===== config.mk =====
export PLATFORM = sky130hd
export DESIGN_NAME = lfd_cfg
export DESIGN_NICKNAME = d
export VERILOG_FILES = /design/src/design/lfd_pkg.sv /design/src/design/lfd_cfg.sv
export SDC_FILE = /design/constraint.sdc
export NUM_CORES = 1
export LEC_CHECK = 0
export ABC_AREA = 1
export ABC_CLOCK_PERIOD_IN_PS = 1170
export BUFFER_PORTS_ARGS = -buffer_cell sky130_fd_sc_hd__buf_2
export CORE_ASPECT_RATIO = 0.8
export CORE_MARGIN = 2
export CORE_UTILIZATION = 35
export DETAILED_ROUTE_END_ITERATION = 10
export SYNTH_ARGS = -nofsm -noshare
export SYNTH_HDL_FRONTEND = slang
export SYNTH_SLANG_ARGS = --single-unit

===== constraint.sdc =====
create_clock -name clk -period 1.17 [get_ports clk]
set_input_delay 0.117 -clock clk [delete_from_list [all_inputs] [get_ports clk]]
set_output_delay 0.117 -clock clk [all_outputs]
set_load 0.03 [all_outputs]

===== src/design/lfd_pkg.sv =====
package lfd_pkg;

  localparam int SAMPLE_W    = 16;
  localparam int DELAY_CFG_W = 18;
  localparam int PHASE_W     = 32;
  localparam int GAIN_W      = 16;
  localparam int FRAC_W      = 8;
  localparam int SINE_W      = 15;
  localparam int LFO_W       = 16;
  localparam int PROD_W      = DELAY_CFG_W + LFO_W;
  localparam int SUM_W       = 20;
  localparam int CFG_INDEX_W = 3;
  localparam int CFG_DATA_W  = 32;

  localparam longint Q30 = 64'sd1073741824;

  typedef enum logic [CFG_INDEX_W-1:0] {
    REG_BASE_DELAY     = 3'd0,
    REG_SWEEP_DEPTH    = 3'd1,
    REG_LFO_PHASE_STEP = 3'd2,
    REG_MIX_GAIN       = 3'd3
  } cfg_reg_t;

  typedef struct packed {
    logic [DELAY_CFG_W-1:0] base_delay;
    logic [DELAY_CFG_W-1:0] sweep_depth;
    logic [PHASE_W-1:0]     lfo_phase_step;
    logic [GAIN_W-1:0]      mix_gain;
  } cfg_regs_t;

  typedef enum logic [3:0] {
    ST_IDLE,
    ST_SINE,
    ST_LFO,
    ST_DELAY,
    ST_RD_A,
    ST_RD_B,
    ST_INTERP,
    ST_GAIN,
    ST_OUT
  } state_t;

  typedef struct packed {
    logic take;
    logic sine;
    logic lfo;
    logic delay;
    logic rd_a;
    logic rd_b;
    logic interp;
    logic gain;
    logic load_out;
  } dp_cmd_t;

  typedef struct packed {
    logic out_free;
  } dp_status_t;

  // q15 quarter-wave sine entry, table of 2**tlog steps per quadrant
  function automatic int quarter_sine(input int k, input int tlog);
    longint x;
    longint x2;
    longint p;
    longint s;
    longint r;
    if (k >= (1 << tlog)) begin
      return 32767;
    end
    x  = (longint'(k) << 30) >>> tlog;
    x2 = (x * x) / Q30;
    p  = 64'sd172272;
    p  = -64'sd5026995 + (p * x2) / Q30;
    p  = 64'sd85569306 + (p * x2) / Q30;
    p  = -64'sd693598668 + (p * x2) / Q30;
    p  = 64'sd1686629713 + (p * x2) / Q30;
    s  = (p * x) / Q30;
    if (s < 0) begin
      s = 0;
    end
    r = (s + 16384) / 32768;
    if (r > 32767) begin
      r = 32767;
    end
    return int'(r);
  endfunction

endpackage


===== src/design/lfd_cfg.sv =====
module lfd_cfg (
  input  logic                             clk,
  input  logic                             rst,
  input  logic                             wr_valid,
  output logic                             wr_ready,
  input  logic [lfd_pkg::CFG_INDEX_W-1:0]  wr_index,
  input  logic [lfd_pkg::CFG_DATA_W-1:0]   wr_data,
  output lfd_pkg::cfg_regs_t               regs
);
  import lfd_pkg::*;

  assign wr_ready = 1'b1;

  always_ff @(posedge clk) begin
    if (rst) begin
      regs.base_delay     <= DELAY_CFG_W'(56448);
      regs.sweep_depth    <= DELAY_CFG_W'(56448);
      regs.lfo_phase_step <= PHASE_W'(16232);
      regs.mix_gain       <= GAIN_W'(16384);
    end else if (wr_valid) begin
      unique case (cfg_reg_t'(wr_index))
        REG_BASE_DELAY:     regs.base_delay     <= wr_data[DELAY_CFG_W-1:0];
        REG_SWEEP_DEPTH:    regs.sweep_depth    <= wr_data[DELAY_CFG_W-1:0];
        REG_LFO_PHASE_STEP: regs.lfo_phase_step <= wr_data[PHASE_W-1:0];
        REG_MIX_GAIN:       regs.mix_gain       <= wr_data[GAIN_W-1:0];
        default: ;
      endcase
    end
  end
endmodule


==> impl_results.html <==
<table>
<tr><th>Metric</th><th>Value</th></tr>
<tr><th colspan="2">Synth</th></tr>
<tr><td>Net Count, Synth</td><td>520</td></tr>
<tr><td>Post-synthesis adder-cell area fraction</td><td>0%</td></tr>
<tr><td>Seq/Total Area, Yosys</td><td>between 40% and 50%</td></tr>
<tr><td>Area fraction in compound gates after synthesis</td><td>under 10%</td></tr>
<tr><td>Xor-xnor portion of the synthesized cell area</td><td>0%</td></tr>
<tr><td>Dominant combinational cell family by area after synthesis</td><td>simple AND/OR/NAND/NOR gates</td></tr>
<tr><td>Cell count after synthesis</td><td>just under 500</td></tr>
<tr><td>Cell area after synthesis</td><td>around 0.0034 mm²</td></tr>
<tr><td>Count of cell types in the netlist</td><td>18</td></tr>
<tr><td>Post-synthesis average cell area</td><td>around 7.1 µm²</td></tr>
<tr><td>Synth Register Bits</td><td>84</td></tr>
<tr><td>Warnings, synthesis</td><td>0</td></tr>
<tr><td>Multiplexer area fraction after synthesis</td><td>0%</td></tr>
<tr><td>Area share of and/or/nand/nor cells after synthesis</td><td>39.13%</td></tr>
<tr><th colspan="2">Layout</th></tr>
<tr><td>Area delta synth-&gt;final</td><td>32.93%</td></tr>
<tr><td>Diode insertion count for antenna repair</td><td>0</td></tr>
<tr><td>Flip-flop count of the largest register, all copies and words added</td><td>84</td></tr>
<tr><td>Reg with most FFs</td><td>regs</td></tr>
<tr><td>Final design instance area without fill</td><td>~0.0045 mm²</td></tr>
<tr><td>Final-stage net count</td><td>~640</td></tr>
<tr><td>Regs by FF count</td><td>regs x84</td></tr>
<tr><td>Share of layout cells above drive strength 1</td><td>about a quarter</td></tr>
<tr><th colspan="2">Floorplanning</th></tr>
<tr><td>Width of the die</td><td>between 100 and 150 µm</td></tr>
<tr><td>DIE AREA</td><td>roughly 0.011 mm²</td></tr>
<tr><td>Starting Density</td><td>around 36%</td></tr>
<tr><td>Floorplan die height</td><td>between 90 and 100 µm</td></tr>
<tr><td>Core Rows</td><td>32</td></tr>
<tr><td>Std-Cell Core Area</td><td>roughly 0.0096 mm²</td></tr>
<tr><td>Top-level I/O count</td><td>123</td></tr>
<tr><th colspan="2">Drt</th></tr>
<tr><td>Via count of the routed design</td><td>approximately 3,400</td></tr>
<tr><td>Number of nets still failing antenna checks after routing</td><td>0</td></tr>
<tr><td>Average wire per standard cell</td><td>between 10 and 15 µm</td></tr>
<tr><td>Number of detailed-route iterations in the first pass</td><td>4</td></tr>
<tr><td>Overall routed net length</td><td>~9.7 mm</td></tr>
<tr><td>Post-route DRC violation count</td><td>0</td></tr>
<tr><td>Post-detailed-route via-to-cell ratio</td><td>between 4 and 5</td></tr>
<tr><td>Detailed router's first-iteration violation count</td><td>between 200 and 300</td></tr>
<tr><th colspan="2">Timing</th></tr>
<tr><td>Setup repair after global routing missed its margin</td><td>no</td></tr>
<tr><td>Setup slack of the critical path after layout</td><td>approximately 0.15 ns</td></tr>
<tr><td>Final Max Slew Viols</td><td>0</td></tr>
<tr><td>Final clock period utilization by the worst path</td><td>87.51%</td></tr>
<tr><td>Total setup violations reported at the end of the flow</td><td>0</td></tr>
<tr><td>Number of hold-slack violations in the final timing report</td><td>0</td></tr>
<tr><td>Fmax achieved</td><td>976.7 MHz</td></tr>
<tr><td>Shortest clock period the worst path allows after layout</td><td>between 1 and 1.5 ns</td></tr>
<tr><td>Setup TNS</td><td>0 ns</td></tr>
<tr><td>Clock skew</td><td>0 ns</td></tr>
<tr><th colspan="2">CTS</th></tr>
<tr><td>Total number of H-tree levels</td><td>3</td></tr>
<tr><td>Clock sinks</td><td>84</td></tr>
<tr><td>Deepest clock path buffer count</td><td>2</td></tr>
<tr><td>Total clock buffers created by CTS</td><td>9</td></tr>
<tr><td>Root Driver</td><td>sky130_fd_sc_hd__clkbuf_16</td></tr>
<tr><td>CTS tree</td><td>built</td></tr>
<tr><td>Clock-pin transition on the worst setup and hold timing paths</td><td>around 0.060 ns</td></tr>
<tr><td>Worst-skew pair later-pin latency</td><td>between 0.3 and 0.4 ns</td></tr>
<tr><th colspan="2">GRT</th></tr>
<tr><td>Largest net degree at the start of global routing</td><td>85</td></tr>
<tr><td>Number of global-route vias before repair</td><td>2,991</td></tr>
<tr><td>Initial antenna violation count</td><td>0</td></tr>
<tr><td>Global-route usage over all layers</td><td>18.61%</td></tr>
<tr><td>Global route overflow</td><td>0</td></tr>
<tr><td>Global-route wire length before repair</td><td>between 15 and 20 mm</td></tr>
<tr><th colspan="2">Worst setup path</th></tr>
<tr><td>Classification of the worst setup path</td><td>flop to output port</td></tr>
<tr><td>Max FO, Critical Path</td><td>2</td></tr>
<tr><td>Kind of cell adding the most delay to the critical path</td><td>flip-flops</td></tr>
<tr><td>Data required, critical path</td><td>roughly 1.1 ns</td></tr>
<tr><td>Crit-path slowest cell</td><td>sky130_fd_sc_hd__dfxtp_1</td></tr>
<tr><td>Endpoint arrival time on the critical path</td><td>a little over 0.9 ns</td></tr>
<tr><td>Max stage delay on crit path</td><td>0.36 ns</td></tr>
<tr><td>Critical path, cell by cell</td><td>buf_2</td></tr>
<tr><td>Count of buffering cells on the critical path with inverters included</td><td>1</td></tr>
<tr><td>Crit start category</td><td>flop</td></tr>
<tr><td>CP endpoint kind</td><td>output port</td></tr>
<tr><th colspan="2">Place</th></tr>
<tr><td>Final weighted congestion in routability-driven placement</td><td>0.7798</td></tr>
<tr><td>Pre-CTS setup slack</td><td>around 0.055 ns</td></tr>
<tr><td>Post-detailed-placement cell area</td><td>approximately 0.0042 mm²</td></tr>
<tr><td>HPWL after detailed placement</td><td>between 6 and 7 mm</td></tr>
<tr><td>Count of port buffers added during placement</td><td>about 120</td></tr>
<tr><th colspan="2">Power and ir drop</th></tr>
<tr><td>Static leakage power</td><td>about 2.3 nW</td></tr>
<tr><td>Power density over cell area</td><td>approximately 1500 mW/mm²</td></tr>
<tr><td>Maximum vdd drop</td><td>approximately 0.81 mV</td></tr>
<tr><th colspan="2">Job</th></tr>
<tr><td>Total of max-cap violations</td><td>0</td></tr>
<tr><th colspan="2">Status</th></tr>
<tr><td>Run status</td><td>finished clean</td></tr>
<tr><th colspan="2">Worst hold path</th></tr>
<tr><td>Type of the tightest min-delay check</td><td>input pin to flop</td></tr>
</table>
==> routing by layer <==
metal	wire length, µm	share of wire, %	GRT usage (%)	up-vias
li1	-	-	-	1722
met1	4444	46	24.48	1520
met2	4251	44	29.04	97
met3	790	8.2	5.497	17
met4	193	2.0	6.504	0
met5	0	0	0	-
==> final timing paths <==
kind                                            start                     to  slack, ns  cells past startpoint
worst max-delay path            regs[49]$_SDFFE_PP0P_               regs[49]       0.15                      1
worst min-delay path                      wr_data[13]  regs[29]$_SDFFE_PP1P_       0.01                      3
worst max register to register  regs[66]$_SDFFE_PP0P_  regs[66]$_SDFFE_PP0P_       0.57                      2
worst min register to register  regs[76]$_SDFFE_PP1P_  regs[76]$_SDFFE_PP1P_       0.46                      2
==> synthesized netlist by cell type (all sizes together) <==
cell	instances	area (µm²)
clkbuf	5	18.77
nand2	106	410.4
nor2	119	474.2
o21ai	1	5.000
buf	26	165.2
a21oi	12	60.06
dfxtp	84	1682
nand3	90	450.4
conb	1	3.750
inv	38	142.6
==> power breakdown <==
group / internal, mW / leakage, nW / switching [mW]
clock network: 1.62 / 0.135 / 1.05
logic: 0.311 / 1.49 / 0.613
registers: 2.96 / 0.684 / 0.0504
total: 4.90 / 2.30 / 1.72
==> cell type report <==
type	instances	area [µm²]
well taps	119	148.9
clock inverters	3	40.04
flip-flops and latches	84	1682
fillers	985	5034
inverters	38	142.6
clock buffers	11	232.7
multi-input cells	329	1414
repair buffers	138	875.8
==> layout by cell type, fill, tap and decap left out, drive strengths merged <==
cell type    count
bufinv           1
nand3           90
clkinv           2
inv             38
o21ai            1
dlygate4sd3      2
a21oi           12
clkbuf          11
conb             1
nor2           119
nand2          106
buf            136
dfxtp           84
==> cell families (layout without fill, tap and decap cells) <==
group           after synthesis  after routing
simple gates                315            315
buf+inv                      69            190
other cells                   1              1
compound gates               13             13
flops                        84             84
==> metrics by stage <==
| stage | util (%) | cells | hold slack [ns] | power, mW |
|---|---|---|---|---|
| 6_report | 47.40 | 722 | 0.01103 | 6.611 |
| 5_1_grt | 47.40 | 722 | 0.01409 | 6.913 |
| 4_1_cts | 47.40 | 722 | 0.001476 | 6.700 |
| 3_5_place_dp | 44.34 | 706 | 0.3397 | 3.998 |
| 3_3_place_gp | 44.34 | 706 | 0.3424 | 3.988 |
| 2_1_floorplan | - | 482 | 0.2302 | 3.655 |
==> what timing repair did <==
| item | 4_1_cts | 5_1_grt |
|---|---|---|
| hold endpoints to repair | 2 | 0 |
| gates resized for setup | 0 | 0 |
| hold buffers | 2 | 0 |
| setup buffers | 0 | 0 |
No activity file was read; power rests on OpenSTA's default activity.
