--- src/design/lfd_pkg.sv ---
package lfd_pkg;

  localparam int SAMPLE_W    = 16;
  localparam int DELAY_CFG_W = 18;
  localparam int PHASE_W     = 32;
  localparam int GAIN_W      = 16;
  localparam int FRAC_W      = 8;
  localparam int SINE_W      = 15;
  localparam int LFO_W       = 16;
  localparam int PROD_W      = DELAY_CFG_W + LFO_W;
  localparam int SUM_W       = 20;
  localparam int CFG_INDEX_W = 3;
  localparam int CFG_DATA_W  = 32;

  localparam longint Q30 = 64'sd1073741824;

  typedef enum logic [CFG_INDEX_W-1:0] {
    REG_BASE_DELAY     = 3'd0,
    REG_SWEEP_DEPTH    = 3'd1,
    REG_LFO_PHASE_STEP = 3'd2,
    REG_MIX_GAIN       = 3'd3
  } cfg_reg_t;

  typedef struct packed {
    logic [DELAY_CFG_W-1:0] base_delay;
    logic [DELAY_CFG_W-1:0] sweep_depth;
    logic [PHASE_W-1:0]     lfo_phase_step;
    logic [GAIN_W-1:0]      mix_gain;
  } cfg_regs_t;

  typedef enum logic [3:0] {
    ST_IDLE,
    ST_SINE,
    ST_LFO,
    ST_DELAY,
    ST_RD_A,
    ST_RD_B,
    ST_INTERP,
    ST_GAIN,
    ST_OUT
  } state_t;

  typedef struct packed {
    logic take;
    logic sine;
    logic lfo;
    logic delay;
    logic rd_a;
    logic rd_b;
    logic interp;
    logic gain;
    logic load_out;
  } dp_cmd_t;

  typedef struct packed {
    logic out_free;
  } dp_status_t;

  // q15 quarter-wave sine entry, table of 2**tlog steps per quadrant
  function automatic int quarter_sine(input int k, input int tlog);
    longint x;
    longint x2;
    longint p;
    longint s;
    longint r;
    if (k >= (1 << tlog)) begin
      return 32767;
    end
    x  = (longint'(k) << 30) >>> tlog;
    x2 = (x * x) / Q30;
    p  = 64'sd172272;
    p  = -64'sd5026995 + (p * x2) / Q30;
    p  = 64'sd85569306 + (p * x2) / Q30;
    p  = -64'sd693598668 + (p * x2) / Q30;
    p  = 64'sd1686629713 + (p * x2) / Q30;
    s  = (p * x) / Q30;
    if (s < 0) begin
      s = 0;
    end
    r = (s + 16384) / 32768;
    if (r > 32767) begin
      r = 32767;
    end
    return int'(r);
  endfunction

endpackage

--- src/design/lfd_ctrl.sv ---
module lfd_ctrl (
  input  logic                clk,
  input  logic                rst,
  input  logic                in_valid,
  output logic                in_ready,
  input  lfd_pkg::dp_status_t status,
  output lfd_pkg::dp_cmd_t    cmd
);
  import lfd_pkg::*;

  state_t state;
  state_t state_next;

  always_ff @(posedge clk) begin
    if (rst) begin
      state <= ST_IDLE;
    end else begin
      state <= state_next;
    end
  end

  always_comb begin
    state_next = state;
    cmd        = '0;
    in_ready   = 1'b0;
    unique case (state)
      ST_IDLE: begin
        in_ready = 1'b1;
        if (in_valid) begin
          cmd.take   = 1'b1;
          state_next = ST_SINE;
        end
      end
      ST_SINE: begin
        cmd.sine   = 1'b1;
        state_next = ST_LFO;
      end
      ST_LFO: begin
        cmd.lfo    = 1'b1;
        state_next = ST_DELAY;
      end
      ST_DELAY: begin
        cmd.delay  = 1'b1;
        state_next = ST_RD_A;
      end
      ST_RD_A: begin
        cmd.rd_a   = 1'b1;
        state_next = ST_RD_B;
      end
      ST_RD_B: begin
        cmd.rd_b   = 1'b1;
        state_next = ST_INTERP;
      end
      ST_INTERP: begin
        cmd.interp = 1'b1;
        state_next = ST_GAIN;
      end
      ST_GAIN: begin
        cmd.gain   = 1'b1;
        state_next = ST_OUT;
      end
      ST_OUT: begin
        if (status.out_free) begin
          cmd.load_out = 1'b1;
          state_next   = ST_IDLE;
        end
      end
      default: begin
        state_next = ST_IDLE;
      end
    endcase
  end
endmodule

--- config.mk ---
export PLATFORM = sky130hd
export DESIGN_NAME = lfd_ctrl
export DESIGN_NICKNAME = d
export VERILOG_FILES = /design/src/design/lfd_pkg.sv /design/src/design/lfd_ctrl.sv
export SDC_FILE = /design/constraint.sdc
export NUM_CORES = 1
export LEC_CHECK = 0
export ABC_AREA = 1
export BUFFER_PORTS_ARGS = -buffer_cell sky130_fd_sc_hd__buf_2
export CORE_AREA = 4 4 41 43
export DETAILED_ROUTE_END_ITERATION = 16
export DIE_AREA = 0 0 45 47
export GPL_TIMING_DRIVEN = 1
export SYNTH_ARGS = -nofsm -noshare
export SYNTH_HDL_FRONTEND = slang
export SYNTH_SLANG_ARGS = --single-unit
--- constraint.sdc ---
create_clock -name clk -period 1.1 [get_ports clk]
set_input_delay 0.11 -clock clk [delete_from_list [all_inputs] [get_ports clk]]
set_output_delay 0.11 -clock clk [all_outputs]
set_load 0.02 [all_outputs]
==> flow_summary.ini, run 1 <==
[critical_path]
critical_path.max_stage_delay_ns = 0.36
required_ns = 0.99
worst_setup_path_start_kind = flip-flop
crit_arrival_ns = 1.08
ff2ff_setup_slack_ns = 0.06
crit_chain = nor2_4 -> inv_2 -> nor4_2 -> buf_2
crit_type = reg -> out
crit_fanout = 6
critPathTopFamily = flip-flops
crit_buf_inv = 2
r2r_end = state[0]
rr_worst_depth = 6
cp_slowest_cell = dfxtp_4
crit_path_end_kind = primary output
timing.rr.start = state[0]

[timing]
setup_viol = 10
rsz0062_at_grt = yes
setup_slack_ns = -0.0877
fmax_mhz = 842
finalCriticalPeriod_ns = 1.19
worst_clock_skew_ns = 0.0000964
hold_violations = 0
fin_setup_tns_ns = -0.370
worst_pin_slew_ns = 0.218
max_slew_margin_pct = 85.4
slew_violations = 0
period_share_pct = 108
fin_hold_ws_ns = 0.0804

[logic_synthesis]
yosysUniqueCellTypes = 14
ys_ff_latch = 4
async_flop_share_pct = 0
ys.flop_type = dfxtp_1
synth_area_leaders = dfxtp_1 31%, inv_1 10%, nand3_2 7.8%
synth_edf_count = 0
yosysTopAreaCell = dfxtp_1
avgSynthCellArea_um2 = 6.54
synth_warnings = 0
ys_seq_area_share_pct = 31.4
synth_top_area_share_pct = 31.4
syn_area_um2 = 255
syn-num-nets = 43
syn_inst = 39

[detailed_routing]
drt_wl_total_um = 716
firstDrtPassIters = 3
via_per_inst = 4.30
routed-via-count = 327
ant_nets = 0
drc = 0
drtIter0Drc = 3
wl_per_cell_um = 9.42

[grt]
antenna_found_initial = 0
grt_first_pass_wirelength_mm = 1.27
grt_max_degree = 7
grt_use_total_pct = 8.45
grt_pass1_vias = 316
grt-ovfl-total = 0

[place]
io_buffers = 13
gp_congestion = 0.712
place_ws_ns = 0.0437
hpwl_um = 506

[floorplanning]
core-area_mm2 = 0.00130
ios = 14
dieWidth_um = 45
row_count = 13
die_area_mm2 = 0.00212
initial_core_util_pct = 19.6
die_h_um = 47

[layout]
drive_gt1_share_pct = 67.2
area_growth_pct = 90.2
nets = 67
top_register = state
diodes = 0
largest_reg_flops = 4
reg_top3 = state x4

[power]
p_clk_share_pct = 30.9
power.internal_uw = 375
power_frac_comb_pct = 37.0
power.leakage_uw = 0.000249
p_per_area_mw_per_mm2 = 1150
ir_worst_vdd_mv = 0.724
finalPower_uw = 558
p_sw_uw = 182
switching_share_pct = 32.7
p_seq_share_pct = 32.1

[status]
status = finished, violations left
violations = setup timing

[job]
maxCapViolations = 0

[cts]
htree_levels = 1
clkLatencyLatePin_ns = 0.23
cts.root.buffer_cell = clkbuf_4
cts.sinks = 4
clk_path_buf_depth = 2
cts_tree = done
cts_buffers = 3
clk_pin_slew_ns = 0.03
hold_buffers = 0

[min_path]
hold_depth = 2
hold_path.class = in -> reg
worstHoldStart = rst
hold_end = state[3]
## per-stage QoR
step | utilization, % | cell area (um2) | std cells
6_report | 37.3 | 485 | 76
5_1_grt | 37.3 | 485 | 76
4_1_cts | 36.5 | 475 | 75
3_5_place_dp | 26.6 | 347 | 68
3_3_place_gp | 26.6 | 347 | 68
2_1_floorplan | - | 255 | 39
## cell families (layout without fill, tap and decap cells)
group                  after synthesis  after routing  share of synthesized area [%]
buffers and inverters               11             33                           16.2
AO/OA/AOI/OAI                        2              2                           5.39
flip-flops                           4              4                           31.4
AND/OR/NAND/NOR                     22             22                           47.1
## cell usage after synthesis, types with 2 or more instances
cell type	instances
inv_1	7
nor3_1	4
nor2_2	2
inv_2	3
nand3_1	3
nand2_1	4
nor2_1	5
nand3_2	2
dfxtp_1	4
## power by group through the flow
stage	Combinational (uW)	Sequential (uW)	Clock, uW
6_report	207	179	172
4_1_cts	195	179	184
3_5_place_dp	149	177	0
3_3_place_gp	149	176	0
5_1_grt	228	182	197
2_1_floorplan	100	174	0
## how the worst max path moves through the flow
stage          cells after the start     end  slack [ns]      from
5_1_grt                            5  cmd[5]       -0.14  state[0]
3_3_place_gp                       4  cmd[6]        0.04  state[2]
4_1_cts                            4  cmd[0]        -0.1  state[1]
6_report                           4  cmd[0]       -0.09  state[0]
3_5_place_dp                       4  cmd[7]        0.04  state[2]
2_1_floorplan                      3  cmd[6]       -0.04  state[2]
## layout by cell type (no fill, tap or decap)
cell type	n
inv_4	1
inv_2	2
nor3_2	4
inv_1	7
nor2_1	5
nor4_1	1
nand2_1	3
dfxtp_4	4
buf_4	15
clkbuf_4	3
nor4_2	1
nand3_2	2
nand2_4	1
a21oi_1	1
nand3_1	3
a21oi_2	1
nor2_4	2
clkinv_2	1
buf_2	4
## timing repair
item,CTS,global route
pin swaps,2,1
resized for setup,26,1
buffers inserted,4,1
setup endpoints to repair,10,10
## layer usage
metal	GRT usage, %	vias to the layer above	share of wire [%]
met4	1.75	0	0
li1	-	171	-
met1	8.16	147	35
met3	4.98	0	8.2
met5	0	-	0
met2	15.5	9	56
## cell type report
| class | count | area [um2] |
|---|---|---|
| clock buffers | 3 | 22.5 |
| multi-input cells | 24 | 171 |
| repair buffers | 19 | 133 |
| fillers | 153 | 816 |
| inverters | 11 | 45.0 |
| well taps | 15 | 18.8 |
| flip-flops and latches | 4 | 95.1 |
## worst reg2reg max path: stages, from the launching register on
cell and delay, ns:
dfxtp_4 0.36, nor2_4 0.14, buf_4 0.13, buf_4 0.10
nand3_2 0.09, nand3_1 0.08, nor2_1 0.04
(Power assumes the default switching activity.)
==> run 2: changes to the inputs <==
==> constraint.sdc (replaced) <==
create_clock -name clk -period 1.5 [get_ports clk]
set_input_delay 0.15 -clock clk [delete_from_list [all_inputs] [get_ports clk]]
set_output_delay 0.15 -clock clk [all_outputs]
set_load 0.005 [all_outputs]
==> flow_summary.ini, run 2 (synthesized netlist as in run 1, its figures left out) <==
[critical_path]
worst_setup_path_start_kind = flip-flop
crit_fanout = 6
critical_path.max_stage_delay_ns = 0.35
cp.depth = 4
crit_chain = nor2_2 -> inv_2 -> nor4_2 -> buf_2
crit_arrival_ns = 1.15
required_ns = 1.35
crit_path_end_kind = primary output
critPathTopFamily = simple AND/OR/NAND/NOR gates
rr_worst_depth = 4
crit_type = reg -> out
cp_slowest_cell = dfxtp_1
crit_buf_inv = 2

[layout]
top_register = state
diodes = 0
area_growth_pct = 41.7
final_common_cell = buf_2
largest_reg_flops = 4
final_cell_mix = 13 x buf_2, 7 x inv_1, 5 x nor2_1
reg_top3 = state x4
final_cells = 70
fin_area_um2 = 362
nets = 61
drive_gt1_share_pct = 45.5

[cts]
hold_buffers = 0
clk_path_buf_depth = 2
cts_setup_buffers = 0
cts.sinks = 4
cts_resized = 0
clk_pin_slew_ns = 0.04
clkLatencyLatePin_ns = 0.23
cts_buffers = 3
htree_levels = 1
cts_tree = done
cts.root.buffer_cell = clkbuf_4

[timing]
fmax_mhz = 766
period_share_pct = 87.0
rsz0062_at_grt = no
finalCriticalPeriod_ns = 1.30
max_slew_margin_pct = 83.6
worst_pin_slew_ns = 0.246
fin_setup_tns_ns = 0
slew_violations = 0
hold_violations = 0
setup_viol = 0
worst_clock_skew_ns = 0.00127

[place]
gp_congestion = 0.679
dpl.cell_count = 67
io_buffers = 13
place_area_um2 = 339
hpwl_um = 517

[power]
power.leakage_uw = 0.000203
finalPower_uw = 340
p_per_area_mw_per_mm2 = 942
ir_worst_vdd_mv = 0.528

[floorplanning]
die_h_um = 47
dieWidth_um = 45
row_count = 13
initial_core_util_pct = 19.6
die_area_mm2 = 0.00212
ios = 14
core-area_mm2 = 0.00130

[status]
status = complete, no violations

[detailed_routing]
routed-via-count = 291
wl_per_cell_um = 8.64
drtIter0Drc = 16
via_per_inst = 4.16
ant_nets = 0
drt_wl_total_um = 605
drc = 0
firstDrtPassIters = 4

[grt]
grt_first_pass_wirelength_mm = 1.05
grt_use_total_pct = 7.42
grt_pass1_vias = 262
antenna_found_initial = 0
grt-ovfl-total = 0
grt_max_degree = 7

[job]
maxCapViolations = 0

[min_path]
hold_path.class = in -> reg
hold_depth = 2
==> run 2: cell count changes in the layout (fill, tap and decap cells not counted), sizes merged <==
cell  previous run  this run
buf             19        13
==> run 2: area by class of cell <==
| cell class | count | area, um2 |
|---|---|---|
| clock buffers | 3 | 22.5 |
| fillers | 153 | 940 |
| inverters | 11 | 41.3 |
| well taps | 15 | 18.8 |
| flip-flops and latches | 4 | 80.1 |
| repair buffers | 13 | 65.1 |
| multi-input cells | 24 | 134 |
==> run 2: metal layers <==
| layer | share of wire (%) | global-route usage (%) |
|---|---|---|
| met1 | 49 | 8.64 |
| met2 | 42 | 9.89 |
| met3 | 9.1 | 5.75 |
| met4 | 0 | 3.51 |
| met5 | 0 | 0 |
==> run 2: per-stage QoR <==
| step | worst slack, ns | hold WS [ns] | util (%) |
|---|---|---|---|
| 2_1_floorplan | 0.598 | 0.212 | - |
| 3_3_place_gp | 0.453 | 0.365 | 26.1 |
| 3_5_place_dp | 0.437 | 0.369 | 26.1 |
| 4_1_cts | 0.180 | 0.119 | 27.8 |
| 5_1_grt | 0.0827 | 0.138 | 27.8 |
| 6_report | 0.195 | 0.131 | 27.8 |
==> run 2: report_power, final <==
part           switching, uW  internal [uW]
Clock                   44.0           89.5
Sequential              12.6            115
Combinational           45.2           33.8
==> run 2: final timing paths <==
| kind | from | end | slack [ns] |
|---|---|---|---|
| setup / recovery | state[0] | cmd[0] | 0.20 |
| hold / removal | rst | state[3] | 0.13 |
| hold reg to reg | state[3] | state[1] | 0.51 |
| setup reg to reg | state[0] | state[0] | 0.54 |
==> run 3: changes to the inputs <==
Settings changed: ABC_AREA 1 to default.
==> flow_summary.ini, run 3 <==
[timing]
fin_hold_ws_ns = 0.147
worst_clock_skew_ns = 0.00242
fmax_mhz = 753
slew_violations = 0
setup_viol = 0
period_share_pct = 88.5
fin_setup_tns_ns = 0
worst_pin_slew_ns = 0.259
max_slew_margin_pct = 82.7
hold_violations = 0
finalCriticalPeriod_ns = 1.33
rsz0062_at_grt = no

[layout]
nets = 51
reg_top3 = state x4
area_growth_pct = 23.7
num-fill-cells = 146
top_register = state
final_cell_mix = 13 x buf_2, 6 x nor3_1, 4 x dfxtp_2
regArea_um2 = 85.1
largest_reg_flops = 4
diodes = 0
final_common_cell = buf_2
multi_input_comb_area_um2 = 184
drive_gt1_share_pct = 53.3

[logic_synthesis]
ys_ff_latch = 4
synth_warnings = 0
syn-num-nets = 37
yosysUniqueCellTypes = 18
avgSynthCellArea_um2 = 9.29
ys_seq_area_share_pct = 26.1
ys.flop_type = dfxtp_1
syn_area_um2 = 307
async_flop_share_pct = 0
yosysMostFrequentCell = nor3_1
yosysTopAreaCell = dfxtp_1
synth_edf_count = 0
synth_common_cells = 6 x nor3_1, 4 x dfxtp_1, 3 x buf_6, 3 x nand2b_1, 3 x nor2_1
syn_inst = 33
synth_top_area_share_pct = 26.1
synth_area_leaders = dfxtp_1 26%, buf_6 11%, nor3_1 9.8%

[detailed_routing]
routed-via-count = 269
drtIter0Drc = 2
drc = 0
wl_per_cell_um = 10.4
firstDrtPassIters = 2
drt_wl_total_um = 626
via_per_inst = 4.48
ant_nets = 0

[critical_path]
rr_worst_depth = 2
worst_setup_path_start_kind = flip-flop
required_ns = 1.35
ff2ff_setup_slack_ns = 0.54
crit_arrival_ns = 1.18
crit_type = reg -> out
crit_fanout = 10
crit_path_end_kind = primary output

[floorplanning]
core-area_mm2 = 0.00130
row_count = 13
dieWidth_um = 45
ios = 14
die_area_mm2 = 0.00212
initial_core_util_pct = 23.6
die_h_um = 47

[grt]
grt_pass1_vias = 228
antenna_found_initial = 0
grt_first_pass_wirelength_mm = 1.00
grt_max_degree = 12
grt_use_total_pct = 6.79
grt-ovfl-total = 0

[power]
ir_worst_vdd_mv = 0.366
p_per_area_mw_per_mm2 = 906
power.leakage_uw = 0.000169

[cts]
cts.root.buffer_cell = clkbuf_4
clk_path_buf_depth = 2
clkLatencyLatePin_ns = 0.23
htree_levels = 1
clk_pin_slew_ns = 0.04
cts_tree = done
cts_setup_buffers = 0
cts.sinks = 4
cts_buffers = 3

[min_path]
hold_path.class = in -> reg
hold_depth = 2

[status]
status = complete, no violations

[place]
io_buffers = 13
hpwl_um = 453
gp_congestion = 0.617

[job]
maxCapViolations = 0
==> run 3: critical path, stage by stage, from the launching register on <==
cell     delay [ns]
dfxtp_2        0.44
nor4b_4        0.25
and2_1         0.16
buf_2          0.10
==> run 3: timing repair <==
action / in CTS / in global routing
resized for setup: 0 / 4
hold buffers: 0 / 0
setup endpoints to repair: 0 / 6
==> run 3: path summary, 6_finish.rpt <==
| path | startpoint | end |
|---|---|---|
| max | state[3] | cmd[0] |
| min | rst | state[2] |
| max reg2reg | state[2] | state[2] |
| min reg2reg | state[3] | state[2] |
==> run 3: layout make-up <==
class	instances	area share (%)
sequential	4	22.4
multi-input combinational	24	48.5
inverter	1	0.990
timing repair buffer	13	17.2
clock buffer	3	5.94
tap	15	4.95
==> run 3: stage by stage <==
stage	setup WS, ns	total power (uW)	utilization, %	area (um2)	std cells
2_1_floorplan	0.484	201	-	307	33
3_3_place_gp	0.294	214	27.0	352	57
3_5_place_dp	0.270	215	27.0	352	57
4_1_cts	0.0125	352	28.7	374	60
5_1_grt	0.0719	374	29.1	379	60
6_report	0.173	343	29.1	379	60
==> run 3: kinds of logic (layout without fill, tap and decap cells) <==
logic type	count (synthesis)	count (layout)	share of synthesized area [%]
xor+xnor	1	1	2.86
compound gates	3	3	10.2
simple gates	20	20	46.9
buf+inv	5	17	13.9
flops	4	4	26.1
==> run 3: power breakdown <==
group          switching, uW  internal, uW  total [uW]
Sequential              29.6           117         146
Clock                   39.4          89.2         129
Combinational           26.8          41.5        68.3
Total                   95.7           248         343
==> run 3: routing by layer <==
metal	track usage (%)	vias to the layer above	part of all wire (%)
li1	-	141	-
met1	9.09	118	44
met2	8.76	10	45
met3	2.30	0	11
met4	5.26	0	0
met5	0	-	0
